==> src/rtl/lps_pkg.sv <==
`timescale 1ns / 1ps

package lps_pkg;

  localparam int OP_BITS   = 2;
  localparam int POS_BITS  = 4;
  localparam int VAL_BITS  = 8;
  localparam int LEN_BITS  = 5;
  localparam logic [LEN_BITS-1:0] LEN_RESET = LEN_BITS'(16);

  typedef enum logic [OP_BITS-1:0] {
    OP_LOAD = 2'd0,
    OP_NEXT = 2'd1,
    OP_PREV = 2'd2
  } op_t;

  typedef struct packed {
    logic [OP_BITS-1:0]  operation;
    logic [POS_BITS-1:0] position;
    logic [VAL_BITS-1:0] element_value;
  } in_word_t;

  typedef struct packed {
    logic [POS_BITS-1:0] out_position;
    logic [VAL_BITS-1:0] out_value;
    logic                wrapped;
    logic                last_of_run;
  } out_word_t;

  typedef enum logic [3:0] {
    ST_IDLE,
    ST_SCAN_HEAD,
    ST_SCAN,
    ST_PART,
    ST_SWAP_PIV,
    ST_SWAP_PTR,
    ST_REV_LO,
    ST_REV_HI,
    ST_REV_WR_LO,
    ST_REV_WR_HI,
    ST_EMIT
  } state_t;

endpackage

==> src/rtl/lexicographic_permutation_stepper.sv <==
`timescale 1ns / 1ps
// sequence: a load word gives no result; a step word scans for the ascent (pivot), finds
//   the partner, swaps the two, reverses the tail (the whole run on a wrap, which skips
//   partner and swap), then gives n results on consecutive cycles (n = active length)
// throughput: one step at a time, one read and one write of the element memory per cycle
// reset: length returns to 16 and every element i reads as i+1 until written again
// results are strobed for one cycle each; the receiver cannot stall them
module lexicographic_permutation_stepper
  import lps_pkg::*;
#(
  parameter int MAX_LENGTH = 16,
  parameter int VALUE_BITS = 8
) (
  input  logic                clk,
  input  logic                rst,
  input  logic                start,
  output logic                busy,
  input  in_word_t            request,
  input  logic                cfg_valid,
  output logic                cfg_ready,
  input  logic [LEN_BITS-1:0] cfg_data,
  output logic                result_valid,
  output out_word_t           result
);

  // address width of the element memory
  localparam int AW = (MAX_LENGTH > 1) ? $clog2(MAX_LENGTH) : 1;
  // width that holds a length up to MAX_LENGTH and the 5-bit register
  localparam int LW = $clog2(MAX_LENGTH + 1);
  localparam int CW = (LW > LEN_BITS) ? LW : LEN_BITS;
  // widths for identity value, load value and emitted value conversions
  localparam int XW = ((AW + 1) > VALUE_BITS) ? (AW + 1) : VALUE_BITS;
  localparam int EW = (VAL_BITS > VALUE_BITS) ? VAL_BITS : VALUE_BITS;
  localparam int PW = (POS_BITS > AW) ? POS_BITS : AW;

  // ---------------------------------------------------------------------------
  // control and datapath registers
  // ---------------------------------------------------------------------------
  state_t                state, state_next;
  logic [LEN_BITS-1:0]   len_reg;
  logic [AW-1:0]         n_last, n_last_next;     // index of last active element
  logic                  fwd, fwd_next;           // step direction
  logic                  wrap, wrap_next;
  logic [AW-1:0]         k, k_next;               // scan / partner / emit index
  logic [AW-1:0]         pivot, pivot_next;
  logic [AW-1:0]         partner, partner_next;
  logic [VALUE_BITS-1:0] b_val, b_val_next;       // right neighbor during scan
  logic [VALUE_BITS-1:0] pval, pval_next;         // pivot value
  logic [VALUE_BITS-1:0] part_val, part_val_next; // partner value
  logic [AW-1:0]         lo, lo_next;
  logic [AW-1:0]         hi, hi_next;
  logic [VALUE_BITS-1:0] t_lo, t_lo_next;

  // ---------------------------------------------------------------------------
  // element memory: one write port, one registered read port
  // ---------------------------------------------------------------------------
  logic [VALUE_BITS-1:0] mem [MAX_LENGTH];
  logic [MAX_LENGTH-1:0] vld;                     // entry written since reset
  logic [AW-1:0]         rd_addr;
  logic                  we;
  logic [AW-1:0]         waddr;
  logic [VALUE_BITS-1:0] wdata;
  logic [VALUE_BITS-1:0] mem_q;
  logic                  q_vld;
  logic [AW-1:0]         q_addr;
  logic [XW-1:0]         ident;
  logic [VALUE_BITS-1:0] rd_val;

  always_ff @(posedge clk) begin
    if (we) begin
      mem[waddr] <= wdata;
    end
    mem_q  <= mem[rd_addr];
    q_addr <= rd_addr;
  end

  always_ff @(posedge clk) begin
    if (rst) begin
      vld   <= '0;
      q_vld <= 1'b0;
    end else begin
      if (we) begin
        vld[waddr] <= 1'b1;
      end
      // a write in the same cycle lands after the read, matching the array
      q_vld <= vld[rd_addr];
    end
  end

  // never-written entries read as their reset identity value
  assign ident  = XW'(q_addr) + XW'(1);
  assign rd_val = q_vld ? mem_q : ident[VALUE_BITS-1:0];

  // ---------------------------------------------------------------------------
  // request decode
  // ---------------------------------------------------------------------------
  logic                  accept;
  logic [CW-1:0]         len_ext;
  logic [CW-1:0]         n_act;
  logic [CW-1:0]         n_act_m1;
  logic [CW-1:0]         pos_ext;
  logic                  pos_ok;
  logic [EW-1:0]         load_ext;

  assign accept   = start && !busy;
  assign len_ext  = CW'(len_reg);
  // zero counts as one, oversize saturates
  assign n_act    = (len_ext == '0) ? CW'(1) :
                    (len_ext > CW'(MAX_LENGTH)) ? CW'(MAX_LENGTH) : len_ext;
  assign n_act_m1 = n_act - CW'(1);
  assign pos_ext  = CW'(request.position);
  assign pos_ok   = pos_ext < CW'(MAX_LENGTH);
  assign load_ext = EW'(request.element_value);

  // ---------------------------------------------------------------------------
  // comparators: strict order in the step direction
  // ---------------------------------------------------------------------------
  logic scan_hit;   // ascent (descent) between rd_val at k-1 and b_val at k
  logic part_hit;   // rd_val beyond pivot value in the step direction

  assign scan_hit = fwd ? (rd_val < b_val) : (rd_val > b_val);
  assign part_hit = fwd ? (rd_val > pval)  : (rd_val < pval);

  // ---------------------------------------------------------------------------
  // sequencer
  // ---------------------------------------------------------------------------
  always_comb begin
    state_next    = state;
    n_last_next   = n_last;
    fwd_next      = fwd;
    wrap_next     = wrap;
    k_next        = k;
    pivot_next    = pivot;
    partner_next  = partner;
    b_val_next    = b_val;
    pval_next     = pval;
    part_val_next = part_val;
    lo_next       = lo;
    hi_next       = hi;
    t_lo_next     = t_lo;
    rd_addr       = k;
    we            = 1'b0;
    waddr         = lo;
    wdata         = rd_val;

    unique case (state)
      ST_IDLE: begin
        rd_addr = n_act_m1[AW-1:0];
        if (accept) begin
          case (request.operation)
            OP_LOAD: begin
              // loads beyond the store are dropped
              we    = pos_ok;
              waddr = pos_ext[AW-1:0];
              wdata = load_ext[VALUE_BITS-1:0];
            end
            OP_NEXT, OP_PREV: begin
              fwd_next    = (request.operation == OP_NEXT);
              n_last_next = n_act_m1[AW-1:0];
              k_next      = n_act_m1[AW-1:0];
              if (n_act == CW'(1)) begin
                // lone element: nothing to step, flag the wrap and emit it
                wrap_next  = 1'b1;
                state_next = ST_EMIT;
              end else begin
                wrap_next  = 1'b0;
                state_next = ST_SCAN_HEAD;
              end
            end
            default: begin
            end
          endcase
        end
      end

      ST_SCAN_HEAD: begin
        b_val_next = rd_val;
        rd_addr    = k - AW'(1);
        state_next = ST_SCAN;
      end

      ST_SCAN: begin
        // rd_val holds element k-1
        if (scan_hit) begin
          pivot_next = k - AW'(1);
          pval_next  = rd_val;
          rd_addr    = n_last;
          k_next     = n_last;
          state_next = ST_PART;
        end else if (k == AW'(1)) begin
          // no ascent: reverse the whole active run
          wrap_next  = 1'b1;
          lo_next    = '0;
          hi_next    = n_last;
          state_next = ST_REV_LO;
        end else begin
          b_val_next = rd_val;
          k_next     = k - AW'(1);
          rd_addr    = k - AW'(2);
        end
      end

      ST_PART: begin
        // rightmost element past the pivot that beats it; pivot+1 always does
        if (part_hit) begin
          partner_next  = k;
          part_val_next = rd_val;
          state_next    = ST_SWAP_PIV;
        end else begin
          k_next  = k - AW'(1);
          rd_addr = k - AW'(1);
        end
      end

      ST_SWAP_PIV: begin
        we    = 1'b1;
        waddr = pivot;
        wdata = part_val;
        state_next = ST_SWAP_PTR;
      end

      ST_SWAP_PTR: begin
        we      = 1'b1;
        waddr   = partner;
        wdata   = pval;
        lo_next = pivot + AW'(1);
        hi_next = n_last;
        if ((n_last - pivot) > AW'(1)) begin
          state_next = ST_REV_LO;
        end else begin
          // partner is above zero, so reading element zero sees no pending write
          rd_addr    = '0;
          k_next     = '0;
          state_next = ST_EMIT;
        end
      end

      ST_REV_LO: begin
        rd_addr    = lo;
        state_next = ST_REV_HI;
      end

      ST_REV_HI: begin
        t_lo_next  = rd_val;
        rd_addr    = hi;
        state_next = ST_REV_WR_LO;
      end

      ST_REV_WR_LO: begin
        we         = 1'b1;
        waddr      = lo;
        wdata      = rd_val;
        state_next = ST_REV_WR_HI;
      end

      ST_REV_WR_HI: begin
        we      = 1'b1;
        waddr   = hi;
        wdata   = t_lo;
        lo_next = lo + AW'(1);
        hi_next = hi - AW'(1);
        if (((AW+1)'(hi) - (AW+1)'(lo)) > (AW+1)'(2)) begin
          // next low element is not the one being written now
          rd_addr    = lo + AW'(1);
          state_next = ST_REV_HI;
        end else begin
          rd_addr    = '0;
          k_next     = '0;
          state_next = ST_EMIT;
        end
      end

      ST_EMIT: begin
        // rd_val holds element k
        if (k == n_last) begin
          state_next = ST_IDLE;
        end else begin
          k_next  = k + AW'(1);
          rd_addr = k + AW'(1);
        end
      end

      default: begin
        state_next = ST_IDLE;
      end
    endcase
  end

  always_ff @(posedge clk) begin
    if (rst) begin
      state   <= ST_IDLE;
      len_reg <= LEN_RESET;
    end else begin
      state <= state_next;
      if (cfg_valid && cfg_ready) begin
        len_reg <= cfg_data;
      end
    end
  end

  always_ff @(posedge clk) begin
    n_last   <= n_last_next;
    fwd      <= fwd_next;
    wrap     <= wrap_next;
    k        <= k_next;
    pivot    <= pivot_next;
    partner  <= partner_next;
    b_val    <= b_val_next;
    pval     <= pval_next;
    part_val <= part_val_next;
    lo       <= lo_next;
    hi       <= hi_next;
    t_lo     <= t_lo_next;
  end

  // ---------------------------------------------------------------------------
  // result word register: one word per active element, in index order
  // ---------------------------------------------------------------------------
  logic [PW-1:0] pos_out_ext;
  logic [EW-1:0] val_out_ext;

  assign pos_out_ext = PW'(k);
  assign val_out_ext = EW'(rd_val);

  always_ff @(posedge clk) begin
    if (rst) begin
      result_valid <= 1'b0;
    end else begin
      result_valid <= (state == ST_EMIT);
    end
  end

  always_ff @(posedge clk) begin
    result.out_position <= pos_out_ext[POS_BITS-1:0];
    result.out_value    <= val_out_ext[VAL_BITS-1:0];
    result.wrapped      <= wrap;
    result.last_of_run  <= (k == n_last);
  end

  assign busy      = (state != ST_IDLE);
  assign cfg_ready = !busy;

  // ---------------------------------------------------------------------------
  // assertions
  // ---------------------------------------------------------------------------
  a_result_from_emit: assert property (@(posedge clk) disable iff (rst)
    result_valid |-> $past(state) == ST_EMIT)
    else $error("result word without an emit cycle");

  a_run_ends: assert property (@(posedge clk) disable iff (rst)
    (result_valid && result.last_of_run) |=> !result_valid)
    else $error("result word follows the end of a run");

  a_scan_index: assert property (@(posedge clk) disable iff (rst)
    (state == ST_SCAN) |-> (k != '0))
    else $error("ascent scan ran past element zero");

  a_partner_range: assert property (@(posedge clk) disable iff (rst)
    (state == ST_PART) |-> (k > pivot))
    else $error("partner search reached the pivot");

  a_rev_order: assert property (@(posedge clk) disable iff (rst)
    (state == ST_REV_LO || state == ST_REV_HI) |-> (lo < hi))
    else $error("tail reversal with crossed bounds");

endmodule
==> config.mk <==
export PLATFORM = sky130hd
export DESIGN_NAME = lexicographic_permutation_stepper
export DESIGN_NICKNAME = d
export VERILOG_FILES = /design/src/rtl/lps_pkg.sv /design/src/rtl/lexicographic_permutation_stepper.sv
export SDC_FILE = /design/constraint.sdc
export NUM_CORES = 1
export LEC_CHECK = 0
export BUFFER_PORTS_ARGS = -buffer_cell sky130_fd_sc_hd__buf_2
export CELL_PAD_IN_SITES_DETAIL_PLACEMENT = 1
export CELL_PAD_IN_SITES_GLOBAL_PLACEMENT = 2
export CORE_MARGIN = 2
export CORE_UTILIZATION = 35
export DETAILED_ROUTE_END_ITERATION = 10
export PLACE_DENSITY_LB_ADDON = 0.1
export SLEW_MARGIN = 30
export SYNTH_ARGS = -nofsm -noshare
export SYNTH_HDL_FRONTEND = slang
export SYNTH_SLANG_ARGS = --single-unit
==> constraint.sdc <==
create_clock -name clk -period 10.2 [get_ports clk]
set_input_delay 0.51 -clock clk [delete_from_list [all_inputs] [get_ports clk]]
set_output_delay 0.51 -clock clk [all_outputs]
set_load 0.02 [all_outputs]
==> summary.md, run 1 <==
| Metric | Value |
|---|---|
| Status | finished, final reports clean |
| Post-synthesis compound-gate area fraction | 17.28% |
| Critical path cell sequence | mux2_2 > ha_1 > nor2b_1 > o211ai_1 > a21oi_1 > nor2_1 > mux2i_2 > a32oi_1 > o32ai_2 > buf_4 > inv_2 > a21oi_4 > a22o_1 > o21ai_1 > nand4_1 |
| WP buf/inv | 2 |
| Slew headroom | 36.36% |
| Post-CTS Setup Bufs | 0 |
| Post-synthesis sequential area ratio | 61.06% |
| RSZ-0062 raised after global routing | no |
| Max cap viols | 0 |
| Placer congestion estimate | 0.8280 |
| Initial DRC Count | 524 |
| DR vias/cell | 5.503 |
| Simple-Gate Fraction of Synth Area | 11.34% |
| Synth area leaders | edfxtp_1 (51%), dfxtp_1 (9.7%), a22o_1 (4.3%) |
| Multi-input gate area in the final layout | 3913 um2 |
| Mean Syn Cell Area | 11.78 um2 |
| First drt pass iteration count | 5 |
| Worst-case clock skew | 0.01303 ns |
| First-pass GRT wire length | 50.32 mm |
| Element type at the critical path end | register |
| Worst Tran Pin Value | 0.9510 ns |
| Main synth FF type | edfxtp_1 |
| Non-Filler Instances | 1,381 |
| Setup_tns | 0 ns |
| Number of synthesized flops with an enable pin | 186 |
| Num CTS Buffers | 28 |
| Clk_lat worst skew | 0.55 ns |
| Crit-path max cell delay | 0.68 ns |
| Synth top area share | 51.31% |
| Port Buf Inserts | 39 |
| DIE WIDTH | 180.4 um |
| Post-DP HPWL | 23.21 mm |
| Multiplexer share of the synthesized area | 0.6667% |
| Post_cts resized | 0 |
| Most frequent cell after synthesis | edfxtp_1 |
| Filler Cells Inserted | 3,279 |
| Critical path type | register to register |
| Min-Delay Path Class | primary input to register |
| Leakage power | 0.004503 uW |
| Cells after Synth | 924 |
| Die H | 180.4 um |
| Clock sinks | 239 |
| DP Cell Count | 1,329 |
| Max H-tree Level | 1 |
| Post-Synth XOR/XNOR Area | 1.609% |
| Top delay family on crit path | compound AO/OA/AOI/OAI gates |
| WP data arrival | 5.15 ns |
| Total stage count of the critical path | 15 |
| Diode count | 0 |
| Row Count | 64 |
| Vias in the first global route | 7,678 |
| Post-synth top area cell | edfxtp_1 |
| Hold-fix buffers, CTS | 0 |
| Async set-reset flop share out of synthesis | 0% |
| Final setup viols | 0 |
| #FFs+latches synth | 239 |
| GRT Total Usage | 20.49% |
| Via count | 7,600 |
| Pwr dens | 330.0 nW/um2 |
| CP max-delay cell | a21oi_4 |
| Core Area | 30,590 um2 |
| Synth Warn # | 0 |
| Reg area | 6646 um2 |
| R2R cell count | 15 |
| WL/cell | 24.20 um |
| Total grt overflow | 0 |
| Io pins | 40 |
| CTS Buffer Depth | 3 |
| Area grow syn2layout | 14.55% |
| Tcrit/Tclk final | 45.74% |
| Max Clock Freq | 0.2143 GHz |
| Root buffer cell | clkbuf_16 |
| Fin crit period | 4.665 ns |
| Worst EP required | 10.68 ns |
| Routed wire length | 33.42 mm |
| CTS tree | done |
| Mapped cell area | 10,890 um2 |
| Slew Viols, Final | 0 |
| Startpoint Class | register |
| Initial antenna violation count | 2 |
| Worst IR Drop VDD | 0.1455 mV |
| Share of layout cells above drive strength 1 | 14.42% |
| Fin. Hold Viols | 0 |
| Layout Nets | 1,025 |
| DRC violations left | 0 |
| Crit path max fanout | 24 |
| Hold depth | 3 |
| Net Count, Synth | 986 |
| Die ar. | 32,530 um2 |
| Largest net degree at the start of global routing | 29 |
| Starting Density | 35.59% |
| Combinational family with the most area after synthesis | compound AO/OA/AOI/OAI gates |
| Clock Pin Slew Worst Setup and Hold Paths | 0.06 ns |
| Commonest cells in the netlist | edfxtp_1 (186), nor2_1 (96), nand2_1 (85) |
| Adder-cell share of the synthesized area | 4.621% |
| Routed Antenna Nets | 0 |
| Netlist cell types | 82 |
-- report_power, final --
group	switching, uW	total (uW)	internal (uW)	leakage, uW
logic	1140	1700	554	0.00190
registers	89.2	1390	1300	0.00213
clock network	399	1030	635	0.000472
-- cell usage in the layout, fill, tap and decap left out, types with 22 or more instances in the layout --
cell       instances
o21ai_1           22
edfxtp_1         186
nand2_1           85
inv_1             39
nor2_1            79
ha_1              37
a21oi_1           58
buf_2             39
clkbuf_16         29
o21ai_0           48
a22o_1            53
dfxtp_1           53
-- worst paths after layout --
check	startpoint	end	slack (ns)
setup / recovery	q_vld$_SDFF_PP0_	mem_q[6]$_DFF_P_	5.53
hold / removal	cfg_data[1]	len_ext[1]$_SDFFE_PP0P_	0.21
setup reg to reg	q_vld$_SDFF_PP0_	mem_q[6]$_DFF_P_	5.53
hold reg to reg	wrap$_SDFFCE_PP1P_	result[1]$_DFF_P_	0.35
-- kinds of logic after synthesis --
| kind of cell | Yosys count |
|---|---|
| AO/OA/AOI/OAI | 269 |
| XOR/XNOR | 20 |
| adder cells (fa/ha/maj) | 39 |
| buffers and inverters | 87 |
| flip-flops | 239 |
| multiplexers | 6 |
| AND/OR/NAND/NOR | 264 |
-- state kept, by name, summed over array words and instances, names as in the netlist --
name and count:
q_addr 4, part_val 8, b_val 8, wrap 1, mem_q 8, result_valid 1, state 4, pval 8
t_lo 8, vld 16, result 14, len_ext 5, fwd 1, q_vld 1, hi 4, pivot 4
mem 128, k 4, partner 4, lo 4, n_last 4
-- worst register-to-register path, delay by kind of cell, from the launching register on --
kind                       cells  cell delay (ns)
DFF                            1             0.53
muxes                          2             0.86
adders and majority gates      1             0.31
AOI/OAI and AO/OA              7             1.93
and+or+nand+nor                3             0.39
buffers and inverters          2             0.57
-- cell type report --
type | instances | share of cell area [%]
clock inverter | 14 | 1.435
timing repair buffer | 51 | 2.288
multi-input combinational | 598 | 31.38
tap | 396 | 3.973
inverter | 45 | 1.375
sequential | 239 | 53.30
clock buffer | 38 | 6.251
-- per-stage QoR --
step / power (uW) / util [%] / hold slack (ns) / worst slack (ns) / cell area [um2]
after floorplan: 2522 / - / 0.3233 / 6.494 / 10890
after global placement: 3101 / 37.48 / 0.3407 / 5.653 / 11460
after detailed placement: 3106 / 37.59 / 0.3406 / 5.550 / 11500
after CTS: 4152 / 40.72 / 0.1917 / 5.557 / 12460
after global routing: 4353 / 40.76 / 0.2150 / 5.163 / 12470
final: 4115 / 40.76 / 0.2127 / 5.535 / 12470
-- routing by layer --
layer	vias to the layer above	global-route usage [%]	routed length [um]
met1	3846	31.53	16720
met3	36	2.749	1563
met2	179	31.13	14710
met4	0	3.452	427
met5	-	0	0
li1	3539	-	-
Power figures use the tool's default switching activity.
==> run 2, diff against run 1 <==
Clock period 10.2 ns to 4.85 ns, I/O delays scaled along.
==> run 2 against run 1 <==
  * Fmax rose by 7.8%
  * First-iteration DRC count up 13%
  * Design area up 1.7%
  * Clock skew increased by 0.0016 ns
  * Critical endpoint is now mem_q[2]$_DFF_P_
  * Register-to-register slack worse by 5.0 ns
  * Core utilization is 0.71 points higher
  * Sequential cell count is the same
  * Non-clock buffer count up 37
  * Sequential share of layout area is 0.91 points lower
==> summary.md, run 2 (same netlist as run 1, synthesis figures left out) <==
| Metric | Value |
|---|---|
| Status | finished, final reports clean |
| DRC violations left | 0 |
| Biggest register | mem |
| CTS tree | done |
| Setup ws final | 0.5212 ns |
| Element type at the critical path end | register |
| Die H | 180.4 um |
| Port Buf Inserts | 39 |
| CTS Buffer Depth | 3 |
| Critical path cell sequence | mux2_2 > ha_1 > nor2b_1 > o211ai_1 > a21oi_1 > nor2_1 > mux2i_2 > a32oi_1 > o32ai_2 > and2_0 > o21ai_0 > nand4_1 |
| Num CTS Buffers | 27 |
| Initial DRC Count | 594 |
| Final Cell Area | 12,690 um2 |
| Largest register FFs | 128 |
| Crit-path max cell delay | 0.67 ns |
| Max H-tree Level | 1 |
| Post-DP Area | 11,700 um2 |
| Post_cts resized | 0 |
| WL/cell | 23.84 um |
| Io pins | 40 |
| Leakage power | 0.004669 uW |
| Critical path type | register to register |
| Routed Antenna Nets | 0 |
| GRT Total Usage | 20.73% |
| Max cap viols | 0 |
| Diode count | 0 |
| Routed wire length | 33.76 mm |
| Crit path max fanout | 12 |
| Post-DP HPWL | 23.66 mm |
| Filler Cells Inserted | 3,313 |
| Startpoint Class | register |
| Initial antenna violation count | 0 |
| Area grow syn2layout | 16.54% |
| Clock sinks | 239 |
| CP max-delay cell | o32ai_2 |
| Pwr dens | 680.0 nW/um2 |
| Starting Density | 35.59% |
| DR vias/cell | 5.398 |
| Die ar. | 32,530 um2 |
| Fin crit period | 4.329 ns |
| DIE WIDTH | 180.4 um |
| Worst EP required | 5.33 ns |
| Core Area | 30,590 um2 |
| Via count | 7,643 |
| Worst-case clock skew | 0.01463 ns |
| First drt pass iteration count | 5 |
| Root buffer cell | clkbuf_16 |
| Row Count | 64 |
| Largest net degree at the start of global routing | 28 |
| Worst IR Drop VDD | 0.3463 mV |
| Final setup viols | 0 |
| Share of layout cells above drive strength 1 | 15.20% |
| Tcrit/Tclk final | 89.25% |
| Min-Delay Path Class | primary input to register |
| Layout Nets | 1,061 |
| Worst Tran Pin Value | 0.8401 ns |
| DP Worst Slack | 0.5439 ns |
| Setup_tns | 0 ns |
| Commonest cells after routing, fill and taps aside | edfxtp_1 (186), nor2_1 (96), nand2_1 (85) |
| Placer congestion estimate | 0.8093 |
| Clock Pin Slew Worst Setup and Hold Paths | 0.06 ns |
| First-pass GRT wire length | 51.38 mm |
| Hold Slack | 0.02105 ns |
| WP data arrival | 4.81 ns |
| Slew Viols, Final | 0 |
| RSZ-0062 raised after global routing | no |
| Commonest non-fill, non-tap cell in the layout | edfxtp_1 |
| Max Clock Freq | 0.2310 GHz |
| Top Registers | mem x128, vld x16, result x14 |
| Slew headroom | 43.87% |
| Vias in the first global route | 7,928 |
| Fin. Hold Viols | 0 |
| Total grt overflow | 0 |
| Clk_lat worst skew | 0.55 ns |
run 2: changes by cell type in the layout (fill, tap and decap cells not counted), moves of 2 or more:
cell           delta
dlygate4sd3_1     +6
clkbuf_8          +4
clkinv_2          -4
nor2_2           -17
clkinv_1          -2
nor2_1           +17
bufinv_16         -2
buf_4            +31
run 2: worst max-delay path, delay by kind of cell (launching register included):
kind / cells / cell delay [ns]
mux: 2 / 0.88
fa+ha+maj: 1 / 0.31
simple gates: 4 / 0.97
compound gates: 5 / 1.56
flops: 1 / 0.51
run 2: stage by stage:
step | cells | power, uW | util [%]
3_3_place_gp | 1360 | 6557 | 38.24
3_5_place_dp | 1360 | 6569 | 38.25
5_1_grt | 1416 | 9159 | 41.47
6_report | 1416 | 8626 | 41.47
4_1_cts | 1416 | 8711 | 41.47
2_1_floorplan | 924 | 5303 | -
run 2: repair_timing:
item	CTS	global route
endpoints found under the hold margin	5	0
setup buffers	0	0
hold buffers	6	0
run 2: area by class of cell:
class                           instances  area (um2)  area share (%)
Clock buffer                           42       813.3           6.411
Timing Repair Buffer                   88       578.1           4.557
Tap cell                              396       495.5           3.906
Clock inverter                          8       111.4          0.8778
Multi-Input combinational cell        598        3870           30.51
Inverter                               45       171.4           1.351
Sequential cell                       239        6646           52.39
run 2: power breakdown:
part,internal (uW),switching [uW],total (uW),leakage [uW]
registers,2730,154,2880,0.00213
logic,1220,2430,3650,0.00209
clock network,1260,838,2100,0.000450
run 2: metal layers:
metal	part of all wire, %	vias to the layer above	GRT usage (%)	wire [um]
met1	51	3822	32.01	17220
met5	0	-	0	0
met2	43	163	31.39	14620
met3	4.2	42	2.546	1426
li1	-	3616	-	-
met4	1.5	0	3.871	493
run 2: final timing paths:
kind                            from                       to  slack (ns)  cells past startpoint
setup reg to reg    q_vld$_SDFF_PP0_         mem_q[2]$_DFF_P_        0.52                     12
hold reg to reg   wrap$_SDFFCE_PP1P_        result[1]$_DFF_P_        0.35                      0
hold / removal             cfg_valid  len_ext[2]$_SDFFE_PP0P_        0.02                      3
setup / recovery    q_vld$_SDFF_PP0_         mem_q[2]$_DFF_P_        0.52                     12
